`src/bpcs_pkg.sv`:
```
`default_nettype none

package bpcs_pkg;

  // Width of the window and idle timers; both saturate at all ones
  localparam int unsigned TimerBits = 16;

  // Width used when timers are compared against 16-bit registers
  localparam int unsigned CmpBits = (TimerBits > 16) ? TimerBits : 16;

  localparam int unsigned DebBits   = 8;
  localparam int unsigned WinBits   = 16;
  localparam int unsigned IdleBits  = 16;
  localparam int unsigned CountBits = 3;
  localparam int unsigned CfgIdxBits  = 2;
  localparam int unsigned CfgDataBits = 16;
  localparam int unsigned InDataBits  = 8;
  localparam int unsigned OutDataBits = 8;

  // Register indexes on the configuration port
  typedef enum logic [CfgIdxBits-1:0] {
    REG_DEBOUNCE = 2'd0,
    REG_WINDOW   = 2'd1,
    REG_IDLE     = 2'd2,
    REG_MAXCNT   = 2'd3
  } reg_idx_e;

  // Reset values of the configuration registers
  localparam logic [DebBits-1:0]   DebounceReset = 8'd4;
  localparam logic [WinBits-1:0]   WindowReset   = 16'd400;
  localparam logic [IdleBits-1:0]  IdleReset     = 16'd160;
  localparam logic [CountBits-1:0] MaxCountReset = 3'd5;

  typedef struct packed {
    logic [DebBits-1:0]   debounce_ticks;
    logic [WinBits-1:0]   window_ticks;
    logic [IdleBits-1:0]  confirm_idle_ticks;
    logic [CountBits-1:0] max_count;
  } cfg_t;

  typedef struct packed {
    logic                 done_res;
    logic                 selecting;
    logic [CountBits-1:0] selected_count;
  } result_t;

endpackage

`default_nettype wire

```
`src/button_press_count_selector_unit.sv`:
```
// Each accepted input word's result word is registered in the output register.
// Throughput: one word per cycle; input ready whenever the output register is empty or
// is being drained in the same cycle.
// Reset (rst_ni low, asynchronous): configuration returns to its defaults, the selector
// waits for release with a zero count, and the output register is emptied.
`default_nettype none

module button_press_count_selector_unit (
  input  wire logic                                 clk_i,
  input  wire logic                                 rst_ni,
  // configuration write port
  input  wire logic                                 cfg_we_i,
  input  wire logic [bpcs_pkg::CfgIdxBits-1:0]      cfg_idx_i,
  input  wire logic [bpcs_pkg::CfgDataBits-1:0]     cfg_wdata_i,
  // input stream
  input  wire logic                                 s_axis_tvalid,
  output logic                                      s_axis_tready,
  input  wire logic [bpcs_pkg::InDataBits-1:0]      s_axis_tdata,  // [0] button_level
  // result stream
  output logic                                      m_axis_tvalid,
  input  wire logic                                 m_axis_tready,
  output logic [bpcs_pkg::OutDataBits-1:0]          m_axis_tdata   // [2:0] selected_count,
                                                                   // [3] selecting,
                                                                   // [4] done_res
);

  bpcs_pkg::cfg_t    cfg;
  bpcs_pkg::result_t res;
  logic              free;
  logic              accept;

  assign s_axis_tready = free;
  assign accept        = s_axis_tvalid && free;

  bpcs_cfg_regs u_cfg (
    .clk_i       (clk_i),
    .rst_ni      (rst_ni),
    .cfg_we_i    (cfg_we_i),
    .cfg_idx_i   (cfg_idx_i),
    .cfg_wdata_i (cfg_wdata_i),
    .cfg_o       (cfg)
  );

  bpcs_core u_core (
    .clk_i   (clk_i),
    .rst_ni  (rst_ni),
    .step_i  (accept),
    .level_i (s_axis_tdata[0]),
    .cfg_i   (cfg),
    .res_o   (res)
  );

  bpcs_out_reg u_out (
    .clk_i     (clk_i),
    .rst_ni    (rst_ni),
    .load_i    (accept),
    .res_i     (res),
    .m_ready_i (m_axis_tready),
    .m_valid_o (m_axis_tvalid),
    .m_data_o  (m_axis_tdata),
    .free_o    (free)
  );

`ifndef SYNTHESIS
  // a confirmed selection has closed its window
  a_done_not_selecting: assert property (@(posedge clk_i) disable iff (!rst_ni)
    (m_axis_tvalid && m_axis_tdata[4]) |-> !m_axis_tdata[3])
    else $error("done word still reports selecting");

  // an open window always holds a count of at least one
  a_selecting_count: assert property (@(posedge clk_i) disable iff (!rst_ni)
    (m_axis_tvalid && m_axis_tdata[3]) |-> (m_axis_tdata[2:0] != 3'd0))
    else $error("selecting with zero count");

  // an empty output register never blocks the input side
  a_ready_when_empty: assert property (@(posedge clk_i) disable iff (!rst_ni)
    !m_axis_tvalid |-> s_axis_tready)
    else $error("input stalled with empty output register");

  // an accepted word always shows up in the output register
  a_accept_fills: assert property (@(posedge clk_i) disable iff (!rst_ni)
    (s_axis_tvalid && s_axis_tready) |=> m_axis_tvalid)
    else $error("accepted word lost");
`endif

endmodule

`default_nettype wire

```
`src/bpcs_cfg_regs.sv`:
```
`default_nettype none

module bpcs_cfg_regs (
  input  wire logic                                   clk_i,
  input  wire logic                                   rst_ni,
  input  wire logic                                   cfg_we_i,
  input  wire logic [bpcs_pkg::CfgIdxBits-1:0]        cfg_idx_i,
  input  wire logic [bpcs_pkg::CfgDataBits-1:0]       cfg_wdata_i,
  output bpcs_pkg::cfg_t                              cfg_o
);

  bpcs_pkg::cfg_t cfg_q;

  // register file, one write per cycle
  always_ff @(posedge clk_i or negedge rst_ni) begin
    if (!rst_ni) begin
      cfg_q.debounce_ticks     <= bpcs_pkg::DebounceReset;
      cfg_q.window_ticks       <= bpcs_pkg::WindowReset;
      cfg_q.confirm_idle_ticks <= bpcs_pkg::IdleReset;
      cfg_q.max_count          <= bpcs_pkg::MaxCountReset;
    end else if (cfg_we_i) begin
      unique case (bpcs_pkg::reg_idx_e'(cfg_idx_i))
        bpcs_pkg::REG_DEBOUNCE: begin
          cfg_q.debounce_ticks <= cfg_wdata_i[bpcs_pkg::DebBits-1:0];
        end
        bpcs_pkg::REG_WINDOW: begin
          cfg_q.window_ticks <= cfg_wdata_i[bpcs_pkg::WinBits-1:0];
        end
        bpcs_pkg::REG_IDLE: begin
          cfg_q.confirm_idle_ticks <= cfg_wdata_i[bpcs_pkg::IdleBits-1:0];
        end
        bpcs_pkg::REG_MAXCNT: begin
          cfg_q.max_count <= cfg_wdata_i[bpcs_pkg::CountBits-1:0];
        end
        default: begin
          cfg_q <= cfg_q;
        end
      endcase
    end
  end

  assign cfg_o = cfg_q;

endmodule

`default_nettype wire

```
`src/bpcs_core.sv`:
```
`default_nettype none

module bpcs_core (
  input  wire logic             clk_i,
  input  wire logic             rst_ni,
  input  wire logic             step_i,
  input  wire logic             level_i,
  input  wire bpcs_pkg::cfg_t   cfg_i,
  output bpcs_pkg::result_t     res_o
);

  localparam int unsigned TB = bpcs_pkg::TimerBits;
  localparam int unsigned CB = bpcs_pkg::CmpBits;
  localparam logic [TB-1:0] TimerMax = {TB{1'b1}};

  typedef enum logic [1:0] {
    PH_WAIT_RELEASE,
    PH_WAIT_PRESS,
    PH_FIRST_DEBOUNCE,
    PH_SELECT
  } phase_e;

  phase_e                          phase_q, phase_d;
  logic [bpcs_pkg::CountBits-1:0]  count_q, count_d;
  logic                            was_pressed_q, was_pressed_d;
  logic [TB-1:0]                   win_q, win_d;
  logic [TB-1:0]                   idle_q, idle_d;
  logic [bpcs_pkg::DebBits-1:0]    deb_q, deb_d;

  logic [bpcs_pkg::DebBits-1:0]    eff_deb;
  logic [bpcs_pkg::CountBits-1:0]  eff_max;
  logic [bpcs_pkg::DebBits-1:0]    deb_dec;
  logic [TB-1:0]                   win_inc;
  logic [TB-1:0]                   idle_inc;
  logic                            end_w;

  function automatic logic [TB-1:0] sat_inc(input logic [TB-1:0] v);
    return (v == TimerMax) ? TimerMax : v + 1'b1;
  endfunction

  // zero settings behave as one
  assign eff_deb = (cfg_i.debounce_ticks == '0) ? bpcs_pkg::DebBits'(1)
                                                : cfg_i.debounce_ticks;
  assign eff_max = (cfg_i.max_count == '0) ? bpcs_pkg::CountBits'(1) : cfg_i.max_count;
  assign deb_dec  = (deb_q != '0) ? deb_q - 1'b1 : deb_q;
  assign win_inc  = sat_inc(win_q);
  assign idle_inc = sat_inc(idle_q);

  // next state for one tick
  always_comb begin
    phase_d       = phase_q;
    count_d       = count_q;
    was_pressed_d = was_pressed_q;
    win_d         = win_q;
    idle_d        = idle_q;
    deb_d         = deb_q;
    end_w         = 1'b0;

    unique case (phase_q)
      PH_WAIT_RELEASE: begin
        if (!level_i) phase_d = PH_WAIT_PRESS;
      end
      PH_WAIT_PRESS: begin
        if (level_i) begin
          deb_d   = eff_deb;
          phase_d = PH_FIRST_DEBOUNCE;
        end
      end
      PH_FIRST_DEBOUNCE: begin
        deb_d = deb_dec;
        if (deb_dec == '0) begin
          if (level_i) begin
            count_d       = bpcs_pkg::CountBits'(1);
            was_pressed_d = 1'b1;
            win_d         = '0;
            idle_d        = '0;
            phase_d       = PH_SELECT;
          end else begin
            phase_d = PH_WAIT_PRESS;
          end
        end
      end
      PH_SELECT: begin
        if (deb_q != '0) begin
          // re-sample pending: button ignored until the count hits zero
          deb_d = deb_dec;
          if (deb_dec == '0 && level_i) begin
            if (count_q < eff_max) count_d = count_q + 1'b1;
            was_pressed_d = 1'b1;
            idle_d        = '0;
          end
        end else if (level_i && !was_pressed_q) begin
          deb_d = eff_deb;
        end else if (!level_i) begin
          was_pressed_d = 1'b0;
          idle_d        = idle_inc;
          if (CB'(idle_inc) >= CB'(cfg_i.confirm_idle_ticks)) end_w = 1'b1;
        end else begin
          idle_d = '0;
        end
        // window time runs on every selecting tick not closed by the idle check
        if (!end_w) begin
          win_d = win_inc;
          if (CB'(win_inc) >= CB'(cfg_i.window_ticks) || win_inc == TimerMax) begin
            end_w = 1'b1;
          end
        end
      end
      default: begin
        phase_d = PH_WAIT_RELEASE;
      end
    endcase

    res_o.selected_count = count_d;
    res_o.done_res       = end_w;

    // re-arm after confirm
    if (end_w) begin
      phase_d       = PH_WAIT_RELEASE;
      count_d       = '0;
      was_pressed_d = 1'b0;
      deb_d         = '0;
    end

    res_o.selecting = (phase_d == PH_SELECT);
  end

  // state advances once per accepted word
  always_ff @(posedge clk_i or negedge rst_ni) begin
    if (!rst_ni) begin
      phase_q       <= PH_WAIT_RELEASE;
      count_q       <= '0;
      was_pressed_q <= 1'b0;
      win_q         <= '0;
      idle_q        <= '0;
      deb_q         <= '0;
    end else if (step_i) begin
      phase_q       <= phase_d;
      count_q       <= count_d;
      was_pressed_q <= was_pressed_d;
      win_q         <= win_d;
      idle_q        <= idle_d;
      deb_q         <= deb_d;
    end
  end

endmodule

`default_nettype wire

```
`src/bpcs_out_reg.sv`:
```
`default_nettype none

module bpcs_out_reg (
  input  wire logic                                 clk_i,
  input  wire logic                                 rst_ni,
  input  wire logic                                 load_i,
  input  wire bpcs_pkg::result_t                    res_i,
  input  wire logic                                 m_ready_i,
  output logic                                      m_valid_o,
  output logic [bpcs_pkg::OutDataBits-1:0]          m_data_o,
  output logic                                      free_o
);

  logic              valid_q;
  bpcs_pkg::result_t res_q;

  // slot is free when empty or drained this cycle
  assign free_o = !valid_q || m_ready_i;

  always_ff @(posedge clk_i or negedge rst_ni) begin
    if (!rst_ni) begin
      valid_q <= 1'b0;
    end else if (load_i) begin
      valid_q <= 1'b1;
    end else if (m_ready_i) begin
      valid_q <= 1'b0;
    end
  end

  always_ff @(posedge clk_i) begin
    if (load_i) res_q <= res_i;
  end

  assign m_valid_o = valid_q;
  assign m_data_o  = bpcs_pkg::OutDataBits'(res_q);

endmodule

`default_nettype wire

```
`config.mk`:
```
export PLATFORM = sky130hd
export DESIGN_NAME = button_press_count_selector_unit
export DESIGN_NICKNAME = d
export VERILOG_FILES = /design/src/bpcs_pkg.sv /design/src/button_press_count_selector_unit.sv /design/src/bpcs_cfg_regs.sv /design/src/bpcs_core.sv /design/src/bpcs_out_reg.sv
export SDC_FILE = /design/constraint.sdc
export NUM_CORES = 1
export LEC_CHECK = 0
export BUFFER_PORTS_ARGS = -buffer_cell sky130_fd_sc_hd__buf_2
export CAP_MARGIN = 0
export CORE_ASPECT_RATIO = 2
export CORE_MARGIN = 4
export CORE_UTILIZATION = 40
export DETAILED_ROUTE_END_ITERATION = 8
export GPL_TIMING_DRIVEN = 0
export HOLD_SLACK_MARGIN = 0.02
export PLACE_DENSITY = 0.54
export SLEW_MARGIN = 10
export SYNTH_ARGS = -nofsm -noshare
export SYNTH_HDL_FRONTEND = slang
export SYNTH_SLANG_ARGS = --single-unit
export TNS_END_PERCENT = 10
```
`constraint.sdc`:
```
create_clock -name clk_i -period 5.9 [get_ports clk_i]
set_input_delay 0.59 -clock clk_i [delete_from_list [all_inputs] [get_ports clk_i]]
set_output_delay 0.59 -clock clk_i [all_outputs]
set_load 0.02 [all_outputs]
```
# Word level (Yosys, flattened, before mapping)
# Cells that the tools add are included.
dict set report word_totals {
  register_bits 95
  input_bits 31
  out_inout_bits 10
  wordCells 118
}
dict set report classes {
  add_sub_neg 4
  n_lt_le_gt_ge 3
  eq_ne 22
  mux 50
  n_reduce_logical 25
}
# op n
set ops {}
lappend ops {{two-way mux 16 bit} 9}
lappend ops {{one-hot mux 16 bit (2 select lines)} 2}
lappend ops {{== test 16 bit (second input constant)} 3}
lappend ops {{two-way mux 8 bit} 6}
lappend ops {{adder 16 x 1 -> 16 bit (second input constant)} 2}
lappend ops {{>= comparator 16 bit} 2}
lappend ops {{one-hot mux 8 bit (3 select lines)} 1}
lappend ops {{two-way mux 3 bit} 7}
lappend ops {{two-way mux 1 bit} 17}
lappend ops {{logical NOT 8 bit} 2}
lappend ops {{== test 2 bit (second input constant)} 5}
lappend ops {{two-way mux 2 bit} 5}
lappend ops {{inequality test 3 x 2 -> 1 bit (second input constant)} 3}
lappend ops {{inequality test 4 x 2 -> 1 bit (second input constant)} 2}
lappend ops {{AND reduction 2 bit} 4}
lappend ops {{nonzero test 8 bit} 1}
lappend ops {{subtractor 8 x 1 -> 8 bit (second input constant)} 1}
lappend ops {{AND reduction 7 bit} 1}
lappend ops {{one-hot mux 2 bit (3 select lines)} 1}
lappend ops {{one-hot mux 3 bit (2 select lines)} 1}
lappend ops {{AND reduction 6 bit} 1}
lappend ops {{AND reduction 5 bit} 1}
lappend ops {{== test 2 x 1 -> 1 bit (second input constant)} 2}
lappend ops {{logical NOT 2 bit} 2}
lappend ops {{other kinds (17)} 23}

# Longest topological paths before layout
# Gate-level depths: netlist (run 1).
dict set report depth {
  word_depth 12
  depth_mapped 17
  ltp_nobuf 15
}

# Cells and area by module
# A second synthesis (run 1) with hierarchy kept.
dict set report hier_totals {
  cells_unflattened 677
  area_unflattened_um2 6198.4
}
# module instances cells_per_inst area_each_um2 seq_area_each_um2
set modules_own_cells {}
lappend modules_own_cells {bpcs_core 1 572 4330.4 1151.1}
lappend modules_own_cells {bpcs_cfg_regs 1 92 1637.8 1086.0}
lappend modules_own_cells {bpcs_out_reg 1 12 224.0 175.2}
lappend modules_own_cells {button_press_count_selector_unit 1 1 6.3 0.0}

# Worst setup path before layout (run 1)
# No wires, ideal clock.
dict set report synth_path {
  kind {register -> register}
  startpoint {register u_core.idle_q[0]}
  endpoint {register u_core.win_q[8]}
  setup_time_ps 128
  t_arrival_ps 3729
  required_ps 5772
  path_slack_ps 2043
  stages_incl_launch_ff 17
  path_buffers 3
  synth_period_minus_slack_ps 3857
  path_cell_list {dfrtp_1 -> ha_1 -> and3_1 -> clkbuf_1 -> nand3_1 -> or4_1 -> clkbuf_1 -> nand2_1 -> ha_1 -> nand4_1 -> nor3_1 -> a2111oi_0 -> a31oi_1 -> or3_1 -> buf_2 -> o21ai_0 -> o31ai_1}
}
dict set report synth_between {
  elab_chain_cells 10
  elab_cells_between_ends 11
  cone_classes {add/sub (1); order compare (1); eq/ne (2); mux (6); reduce/logical (1)}
}
# element line
set synth_lines {}
lappend synth_lines {{from (decl)} bpcs_core.sv:27} ;# logic [TB-1:0] idle_q, idle_d;
lappend synth_lines {{from (signal assigned)} bpcs_core.sv:142} ;# idle_q <= idle_d;
lappend synth_lines {{adder 16 x 1 -> 16 bit / == test 16 bit (equally long branches)} bpcs_core.sv:38} ;# return (v == TimerMax) ? TimerMax : v + 1'b1;
lappend synth_lines {{two-way mux 16 bit (*)} bpcs_core.sv:38}
lappend synth_lines {{>= comparator 16 bit (*)} bpcs_core.sv:97} ;# if (CB'(idle_inc) >= CB'(cfg_i.confirm_idle_ticks)) end_w = 1'b1;
lappend synth_lines {{two-way mux 1 bit (*)} bpcs_core.sv:97}
lappend synth_lines {{two-way mux 1 bit (*)} bpcs_core.sv:94} ;# end else if (!level_i) begin
lappend synth_lines {{two-way mux 1 bit (*)} bpcs_core.sv:92} ;# end else if (level_i && !was_pressed_q) begin
lappend synth_lines {{two-way mux 1 bit (*)} bpcs_core.sv:84} ;# if (deb_q != '0) begin
lappend synth_lines {{two-way mux 1 bit (*)} bpcs_core.sv:59} ;# unique case (phase_q)
lappend synth_lines {{inequality test 2 bit (no line) (*)} n/a}
lappend synth_lines {{AND reduction 5 bit (no line) (*)} n/a}
lappend synth_lines {{to (signal assigned)} bpcs_core.sv:141} ;# win_q <= win_d;
lappend synth_lines {{to (decl)} bpcs_core.sv:26} ;# logic [TB-1:0] win_q, win_d;
# Every way passes the cells marked *; elsewhere a longest branch is shown, timed or not. The select of a mux whose other input is x is not followed.
# A chain may end at the register's enable or synchronous reset.

# Worst setup path after layout (run 1)
# Same ends and word-level chain as after synthesis.

==> run summary, run 1 <==
CP max stage cell: nor3_2
startpoint types: flip-flop
detailed router's first-iteration violation count: 165
DP HPWL: 12400 microns
Clock power frac: 0.277
Antenna diodes: 0
pin count of the biggest net entering global routing: 50
CP Class: reg -> reg
Critical Path AT: 5170 ps
Pins Over Slew Limit: 0
status: finished, final reports clean
setup TNS: 0 ps
leading cell type in the layout, fill and taps excluded: dfrtp_1
area grow syn2layout: 11.8%
grt ovf: 0
DRT antenna net count: 0
initial antenna violation count: 0
vias post-DR: 5113
total routed wirelength: 15800 microns
top_reg_cell synth: dfrtp_1
Die H: 183 microns
WL per Instance: 17.4 microns
Syn. warnings: 0
FF-to-FF Start: u_core.idle_q[0]
CTS resizes: 0
Setup Fix Bufs, Post-CTS: 0
CP peak stage delay: 730 ps
Initial Utilization: 0.411
worst-path cell chain: ha_1 > and3_1 > clkbuf_1 > nand3_1 > or4_1 > clkbuf_1 > nand2_1 > ha_1 > nand4_1 > nor3_1 > a2111oi_0 > a31oi_1 > nor3_2 > nand3_1 > o31ai_1
reg-to-reg slack, setup: 980 ps
PortBufs: 29
Max-Cap Viols: 0
Async S/R FF share, synth: 0.947
Die Wd: 95.7 microns
io pins: 41
layout cells sized above 1: 0.190
CTS tree: done
Yosys cell types: 70
hold buffer count at CTS: 0
CP Capture Type: flip-flop
Total Nets Final: 778
Tmin final: 4920 ps
clock insertion delay at the later pin of the skew report: 350 ps
Crit path required time: 6150 ps
VDD IR max: 0.160 mV
DRT Pass-1 Iters: 4
Slew headroom: 0.209
Max H-tree Level: 3
Buf/Inv on CP: 2
worst r2r path cells: 15
Clk pin slew, worst setup/hold paths: 70 ps
Reg area: 0.00241 sq mm
fmax: 203 MHz
RSZ-0062 raised after global routing: false
RePlAce Congestion: 0.860
first-pass GRT wire length: 26000 microns
overall power: 0.00213 W
clk root buf: clkbuf_16
Seq cells post-synth: 95
number of synthesized flops with an enable pin: 5
Hold Slack: 259 ps
synthesized area per cell: 9.25 sq um
worst-case clock buffer depth: 2
GRT Total Usage: 0.191
reg2reg end: u_core.win_q[8]
routed vias/inst: 5.62
area of the die: 0.0176 sq mm
worst hold path type: in -> async
CP delay by family, top: simple AND/OR/NAND/NOR gates
Core ar.: 0.0150 sq mm
maximum fanout along the worst path: 10
Multi-input gate area: 0.00339 sq mm
top area cells in the synthesized netlist: dfrtp_1 (33%), mux2_2 (8.0%), ha_1 (7.7%)
clk sink count: 95
Setup-failing EPs final: 0
post-synth top area share: 0.333
CTS buffer count: 9
DRC violations left: 0
actual slew at the worst max-slew pin: 1180 ps
Sw Share: 0.359
Pwr Density: 309 mW/mm^2
Rows: 63
Logic pwr share: 0.311
ratio of final minimum period to clock period: 0.833
final hold vios: 0
Netlist Area Pre-Place: 0.00616 sq mm
Pleak: 3.21 nW
vias in the first global route: 5158
Seq/Total Area, Yosys: 0.392
most frequent cells in the layout: dfrtp_1 (82), nand2_1 (81), inv_1 (47), mux2_2 (44), a21oi_1 (39)
fin util: 0.460
largest area contributor in the netlist: dfrtp_1
P_int: 0.00136 W
Flop pwr share: 0.411
worst clock skew: 9.99 ps
net switching power: 0.000764 W
Mapped Cells: 666
Layout fillers: 1481
## worst max-delay path by stage
stage                          start               to  cells after the start
floorplan           u_core.idle_q[0]  u_core.win_q[8]                     16
global placement    u_core.idle_q[0]  u_core.win_q[8]                     15
detailed placement  u_core.idle_q[0]  u_core.win_q[8]                     15
CTS                 u_core.idle_q[0]  u_core.win_q[8]                     15
global route        u_core.idle_q[0]  u_core.win_q[8]                     15
finish              u_core.idle_q[0]  u_core.win_q[8]                     15
## state kept, by name (all words and copies together), names as in the netlist
signal / flops
u_cfg.cfg_o: 43
u_core.count_q: 3
u_core.deb_q: 8
u_core.idle_q: 16
u_core.phase_q: 2
u_core.was_pressed_q: 1
u_core.win_q: 16
u_out.m_data_o: 5
u_out.m_valid_o: 1
## cell type report
class | instances | share of cell area
Sequential cell | 95 | 0.350
Timing Repair Buffer | 30 | 0.0254
Tap cell | 195 | 0.0354
Inverter | 48 | 0.0262
Clock buffer | 10 | 0.0363
Multi-Input combinational cell | 491 | 0.493
Clock inverter | 6 | 0.00709
Buffer | 34 | 0.0262
## metal layers
layer / global-route usage / up-vias / share of wire
met5: 0 / - / 0
met4: 0.0804 / 0 / 0.033
met3: 0.0307 / 34 / 0.030
met2: 0.355 / 104 / 0.56
met1: 0.207 / 2504 / 0.38
li1: - / 2471 / -
## through the flow
step	worst slack, ps	area [sq um]	std cells
final	984	6890	909
after global routing	527	6890	909
after CTS	918	6890	909
after detailed placement	930	6590	893
after global placement	880	6560	892
after floorplan	2040	6170	668
## logic make-up after synthesis
family                   count (synthesis)  share of synthesized area
XOR/XNOR                                23                     0.0327
AO/OA/AOI/OAI                          144                      0.159
buffers and inverters                   82                     0.0585
AND/OR/NAND/NOR                        237                      0.197
adder cells (fa/ha/maj)                 38                     0.0772
other                                    1                   0.000609
flip-flops                              95                      0.392
multiplexers                            46                     0.0837
## cell usage after synthesis, drive strengths merged (3+ instances only)
cell / instances
dfstp: 8
a211oi: 3
inv: 48
o31ai: 8
nand3b: 3
nor2: 36
or3: 3
clkbuf: 19
a21oi: 39
and4: 3
o21ai: 30
mux2: 44
a21o: 6
dfrtp: 82
or4: 3
edfxtp: 5
a41oi: 3
a2111oi: 3
xnor2: 14
a31o: 5
nand4: 13
a22o: 7
o211ai: 3
nand2b: 5
buf: 15
nor4: 6
nor2b: 4
xor2: 9
o21a: 6
nand3: 32
and2: 5
and3: 12
a31oi: 12
ha: 38
nand2: 83
o22a: 4
nor3: 19
## power by group through the flow
stage / sequential (W) / combinational (W) / clock (W)
2_1_floorplan: 0.000863 / 0.000489 / 0
3_3_place_gp: 0.000882 / 0.000649 / 0
3_5_place_dp: 0.000887 / 0.000661 / 0
4_1_cts: 0.000875 / 0.000667 / 0.000613
5_1_grt: 0.000890 / 0.000747 / 0.000636
6_report: 0.000875 / 0.000663 / 0.000590
Note: power is estimated with default switching activity, not from simulation.
==> run 2, diff against run 1 <==
--- a/config.mk
+++ b/config.mk
@@ -13,7 +13,7 @@
 export DETAILED_ROUTE_END_ITERATION = 8
 export GPL_TIMING_DRIVEN = 0
 export HOLD_SLACK_MARGIN = 0.02
-export PLACE_DENSITY = 0.54
+export PLACE_DENSITY = 0.56
 export SLEW_MARGIN = 10
 export SYNTH_ARGS = -nofsm -noshare
 export SYNTH_HDL_FRONTEND = slang
==> constraint.sdc (replaced) <==
create_clock -name clk_i -period 3.9 [get_ports clk_i]
set_input_delay 0.39 -clock clk_i [delete_from_list [all_inputs] [get_ports clk_i]]
set_output_delay 0.39 -clock clk_i [all_outputs]
set_load 0.02 [all_outputs]
==> run 2 against run 1 <==
  * Worst setup slack lost 830 ps
  * Count of clock-buffer cells in the layout is the same
  * Utilization grew 1.6 points
  * Sequential power grew 52%
  * Worst hold slack lost 190 ps
  * Critical endpoint is now u_core.win_q[4]
  * Highest routed layer unchanged
==> run summary, run 2 (synthesis results as in run 1) <==
CP Class: reg -> reg
Critical Path AT: 3970 ps (-1200 ps)
Total Nets Final: 783 (+0.64%)
CP peak stage delay: 520 ps (-210 ps)
Final WS setup: 150 ps (-834 ps)
area grow syn2layout: 15.8%
fin util: 0.476 (+0.0164)
Place WS: -1070 ps (-2000 ps)
worst-case clock buffer depth: 2 (unchanged)
final hold vios: 0 (unchanged)
clk root buf: clkbuf_16
Layout fillers: 1446 (-2.4%)
initial antenna violation count: 0 (unchanged)
io pins: 41 (unchanged)
grt ovf: 0 (unchanged)
startpoint types: flip-flop
max FFs per register: 43 (unchanged)
Crit path required time: 4120 ps (-2030 ps)
CP max stage cell: or4_4
Pwr Density: 451 mW/mm^2 (+46%)
Die H: 183 microns (unchanged)
detailed router's first-iteration violation count: 214 (+30%)
vias in the first global route: 5399 (+4.7%)
most frequent cells in the layout: nand2_1 (81), dfrtp_1 (76), inv_1 (47), mux2_2 (44), a21oi_1 (37)
DRT antenna net count: 0 (unchanged)
vias post-DR: 5144 (+0.61%)
Initial Utilization: 0.411 (unchanged)
DRC violations left: 0 (unchanged)
VDD IR max: 0.227 mV (+42%)
routed vias/inst: 5.63 (about the same)
PortBufs: 29 (unchanged)
Antenna diodes: 0 (unchanged)
CP delay by family, top: simple AND/OR/NAND/NOR gates
status: finished, final reports clean
DP HPWL: 12500 microns (+0.26%)
CTS buffer count: 9 (unchanged)
setup TNS: 0 ps (unchanged)
leading cell type in the layout, fill and taps excluded: nand2_1
Design Area, Final: 0.00713 sq mm (+3.6%)
Cell Area, Placed: 0.00659 sq mm (unchanged)
worst-path cell chain: ha_4 > and3_4 > nand3_2 > or4_4 > buf_4 > nand2_1 > ha_1 > nand4_1 > nor2_2 > a2111oi_4 > a31oi_4 > or3_4 > buf_4 > o21ai_0 > o21ai_0
non-filler instance count after layout: 914 (+0.55%)
Rows: 63 (unchanged)
WL per Instance: 17.5 microns (+0.73%)
area of the die: 0.0176 sq mm (unchanged)
maximum fanout along the worst path: 10 (unchanged)
Multi-input gate area: 0.00357 sq mm (+5.2%)
worst hold path type: in -> async
DRT Pass-1 Iters: 5 (+1)
Max-Cap Viols: 0 (unchanged)
fmax: 267 MHz (+31%)
pin count of the biggest net entering global routing: 47 (-6.0%)
Buf/Inv on CP: 2 (unchanged)
Tmin final: 3750 ps (-1170 ps)
ratio of final minimum period to clock period: 0.962 (+0.128)
Max H-tree Level: 3 (unchanged)
Core ar.: 0.0150 sq mm (unchanged)
Pins Over Slew Limit: 0 (unchanged)
Pleak: 3.27 nW (+2.1%)
Setup-failing EPs final: 0 (unchanged)
actual slew at the worst max-slew pin: 1130 ps (-49.7 ps)
RePlAce Congestion: 0.848 (-1.4%)
first-pass GRT wire length: 26100 microns (+0.75%)
clk sink count: 95 (unchanged)
GRT Total Usage: 0.192 (+0.000634)
Clk pin slew, worst setup/hold paths: 70 ps (about the same)
Slew headroom: 0.242 (+0.0332)
CTS tree: done
clock insertion delay at the later pin of the skew report: 340 ps (about the same)
Reg area: 0.00242 sq mm (+0.31%)
layout cells sized above 1: 0.250 (+0.0599)
placed cells: 893 (unchanged)
total routed wirelength: 16000 microns (+1.3%)
CP Capture Type: flip-flop
Die Wd: 95.7 microns (unchanged)
worst clock skew: 13.7 ps (+3.69 ps)
## run 2: changes by cell type in the layout (fill, tap and decap cells not counted), sizes merged
cell	previous run	this run
inv	51	50
clkinv	1	3
buf	45	56
clkbuf	29	23
clkinvlp	2	1
## run 2: where the power goes
part / internal [W] / switching (W)
combinational: 0.000431 / 0.000614
clock: 0.000454 / 0.000392
sequential: 0.00118 / 0.000151
total: 0.00206 / 0.00116
## run 2: per-stage QoR
step | hold WS, ps | total power, W
final | 69.2 | 0.00322
after global routing | 108 | 0.00343
after CTS | 84.1 | 0.00322
after detailed placement | 463 | 0.00234
after global placement | 490 | 0.00231
after floorplan | 94.4 | 0.00204
## run 2: worst paths after layout
check                                       from               to  slack [ps]  cells past startpoint
worst min register to register   u_cfg.cfg_o[17]  u_cfg.cfg_o[17]         510                      1
worst min-delay path                      rst_ni  u_cfg.cfg_o[39]          70                      1
min in group clk_i                 s_axis_tvalid  u_out.m_valid_o         260                      2
worst max register to register  u_core.idle_q[1]  u_core.win_q[4]         150                     15
max in group asynchronous                 rst_ni  u_cfg.cfg_o[26]        3130                      2
worst max-delay path            u_core.idle_q[1]  u_core.win_q[4]         150                     15
## run 2: timing repair
item / CTS / global route
pin swaps: 3 / 5
hold buffers: 0 / 0
endpoints found under the setup margin: 31 / 31
endpoints found under the hold margin: 0 / 0
setup buffers: 4 / 5
gates cloned: 0 / 0
gates resized for setup: 27 / 30
## run 2: layout make-up
cell class,instances,area share
flip-flops and latches,95,0.339
repair buffers,39,0.0358
plain buffers,30,0.0247
clock inverters,6,0.00614
inverters,48,0.0253
clock buffers,10,0.0335
well taps,195,0.0342
multi-input cells,491,0.501
## run 2: per-layer routing
metal / wire (microns) / global-route usage
met1: 5940 / 0.200
met5: 0 / 0
met4: 472 / 0.0969
met3: 448 / 0.0250
met2: 9180 / 0.361
==> run 3, diff against run 2 <==
--- a/config.mk
+++ b/config.mk
@@ -7,13 +7,12 @@
 export LEC_CHECK = 0
 export BUFFER_PORTS_ARGS = -buffer_cell sky130_fd_sc_hd__buf_2
 export CAP_MARGIN = 0
-export CORE_ASPECT_RATIO = 2
 export CORE_MARGIN = 4
-export CORE_UTILIZATION = 40
+export CORE_UTILIZATION = 56
 export DETAILED_ROUTE_END_ITERATION = 8
 export GPL_TIMING_DRIVEN = 0
 export HOLD_SLACK_MARGIN = 0.02
-export PLACE_DENSITY = 0.56
+export PLACE_DENSITY = 0.75
 export SLEW_MARGIN = 10
 export SYNTH_ARGS = -nofsm -noshare
 export SYNTH_HDL_FRONTEND = slang
==> run 3 against run 2 <==
  * Total power decreased by 6.4%
  * Final area decreased by 3.3%
  * Combinational power decreased by 4%
  * First-iteration DRC count increased by 40%
  * Final cell count decreased by 6.3%
  * Non-clock buffer count decreased by 3
  * Via count decreased by 2.2%
  * Maximum frequency decreased by 0.82%
  * Worst setup slack got worse by 31 ps
  * Critical path depth increased by 1
  * Critical path type unchanged
==> run summary, run 3 (synthesis results as in run 1) <==
Core ar.: 0.0108 sq mm (-28%)
Clock power frac: 0.225 (-0.038)
FF-to-FF Start: u_core.idle_q[0]
status: finished, final reports clean
Rows: 38 (-40%)
Pwr Density: 437 mW/mm^2 (-3.2%)
clk sink count: 95 (unchanged)
PortBufs: 29 (unchanged)
CP Class: reg -> reg
P_int: 0.00193 W (-6.4%)
Max H-tree Level: 3 (unchanged)
io pins: 41 (unchanged)
startpoint types: flip-flop
clk root buf: clkbuf_8
RSZ-0062 raised after global routing: false
Layout fillers: 868 (-40%)
detailed router's first-iteration violation count: 300 (+40%)
vias post-DR: 5030 (-2.2%)
layout cells sized above 1: 0.233 (-0.0171)
area of the die: 0.0127 sq mm (-27%)
actual slew at the worst max-slew pin: 1140 ps (+1.35 ps)
Place WS: -1040 ps (+27.3 ps)
Design Area, Final: 0.00690 sq mm (-3.3%)
DP HPWL: 10900 microns (-13%)
Sw Share: 0.359 (-0.000365)
worst clock skew: 8.70 ps (-4.99 ps)
Initial Utilization: 0.571 (+0.159)
reg-to-reg slack, setup: 120 ps (-30 ps)
RePlAce Congestion: 0.901 (+6.3%)
final hold vios: 0 (unchanged)
Tmin final: 3780 ps (+31.2 ps)
ratio of final minimum period to clock period: 0.970 (+0.00799)
Multi-input gate area: 0.00351 sq mm (-1.7%)
worst-case clock buffer depth: 2 (unchanged)
DRT antenna net count: 0 (unchanged)
most frequent cells in the layout: nand2_1 (81), dfrtp_1 (76), inv_1 (47), mux2_2 (44), a21oi_1 (37)
worst r2r path cells: 16 (+1)
Cell Area, Placed: 0.00652 sq mm (-1.0%)
area grow syn2layout: 12.0%
Crit path required time: 4170 ps (+50 ps)
clock insertion delay at the later pin of the skew report: 380 ps (+40 ps)
grt ovf: 0 (unchanged)
WL per Instance: 17.0 microns (-3.3%)
CP endpoint: u_core.win_q[8]
Clk pin slew, worst setup/hold paths: 90 ps (+20 ps)
Critical Path AT: 4050 ps (+80 ps)
DRC violations left: 0 (unchanged)
Pins Over Slew Limit: 0 (unchanged)
DRT Pass-1 Iters: 5 (unchanged)
worst hold path type: in -> reg
reg2reg end: u_core.win_q[8]
routed vias/inst: 5.88 (+4.4%)
total routed wirelength: 14500 microns (-9.4%)
pin count of the biggest net entering global routing: 62 (+32%)
Logic pwr share: 0.336 (+0.011)
Antenna diodes: 0 (unchanged)
leading cell type in the layout, fill and taps excluded: nand2_1
Setup-failing EPs final: 0 (unchanged)
Max-Cap Viols: 0 (unchanged)
maximum fanout along the worst path: 10 (unchanged)
initial antenna violation count: 0 (unchanged)
Slew headroom: 0.242 (-0.000903)
Total Nets Final: 780 (-0.38%)
Die Wd: 113 microns (+18%)
first-pass GRT wire length: 24200 microns (-7.4%)
Final WS setup: 119 ps (-31.2 ps)
Flop pwr share: 0.439 (+0.027)
Die H: 113 microns (-38%)
CTS buffer count: 9 (unchanged)
max FFs per register: 43 (unchanged)
CP Capture Type: flip-flop
fmax: 264 MHz (-0.82%)
CP startpoint: u_core.idle_q[0]
Reg area: 0.00242 sq mm (unchanged)
VDD IR max: 0.331 mV (+45%)
net switching power: 0.00108 W (-6.5%)
Pleak: 3.20 nW (-2.3%)
GRT Total Usage: 0.237 (+0.0449)
vias in the first global route: 4875 (-9.7%)
CTS tree: done
run 3: cell types whose count changed in the layout (fill, tap and decap cells not counted), moves of 3 or more:
cell and delta:
clkbuf_8 +8, nand3_2 -3, clkbuf_16 -8, buf_4 -4
run 3: timing repair:
item / in CTS / in global routing
gates resized for setup: 22 / 26
endpoints found under the hold margin: 29 / 0
setup buffers: 1 / 5
gates cloned: 0 / 0
pin swaps: 3 / 4
setup endpoints to repair: 25 / 24
hold buffers: 1 / 0
run 3: layout make-up:
| class | instances | share of cell area |
|---|---|---|
| clock inverter | 3 | 0.00581 |
| sequential | 95 | 0.351 |
| clock buffer | 13 | 0.0232 |
| tap | 140 | 0.0254 |
| inverter | 48 | 0.0261 |
| multi-input combinational | 491 | 0.509 |
| buffer | 29 | 0.0261 |
| timing repair buffer | 37 | 0.0334 |
run 3: critical path, cell delays in order (launching register included):
cell       delay [ps]
dfrtp_2           430
ha_4              170
and3_4            240
nand3_4           100
or4_4             530
buf_6             160
nand2_1           110
ha_1              260
nand2_1           110
nor3_2             80
a2111oi_2         310
buf_4             180
a31oi_2           140
or3_4             380
buf_4             190
o21ai_0           180
o31ai_1            90
run 3: how the worst min path moves through the flow:
stage,start,cells past startpoint,end
2_1_floorplan,rst_ni,0,u_cfg.cfg_o[11]
3_3_place_gp,u_cfg.cfg_o[9],1,u_cfg.cfg_o[9]
3_5_place_dp,rst_ni,1,u_core.win_q[10]
4_1_cts,s_axis_tvalid,2,u_out.m_valid_o
5_1_grt,s_axis_tvalid,2,u_out.m_valid_o
6_report,s_axis_tvalid,2,u_out.m_valid_o
run 3: power by group through the flow:
stage | clock [W] | combinational [W] | sequential, W
floorplan | 0 | 0.000740 | 0.00131
global placement | 0 | 0.000944 | 0.00133
detailed placement | 0 | 0.000979 | 0.00134
CTS | 0.000691 | 0.000994 | 0.00132
global route | 0.000736 | 0.00114 | 0.00135
finish | 0.000678 | 0.00101 | 0.00132
run 3: routing by layer:
metal  track usage  routed length [microns]  vias to the layer above
met2         0.395                     7230                      111
met3        0.0316                      547                       25
met4        0.0865                      301                        0
met5             0                        0                        -
li1              -                        -                     2482
met1         0.316                     6460                     2412
run 3: stage by stage:
step	cells	setup TNS, ps	total power (W)	hold slack [ps]	utilization
finish	856	0	0.00301	220	0.639
global route	856	0	0.00322	214	0.639
CTS	853	0	0.00300	200	0.629
detailed placement	838	-18250	0.00232	363	0.604
global placement	837	-15280	0.00227	488	0.601
floorplan	668	0	0.00204	94.4	-
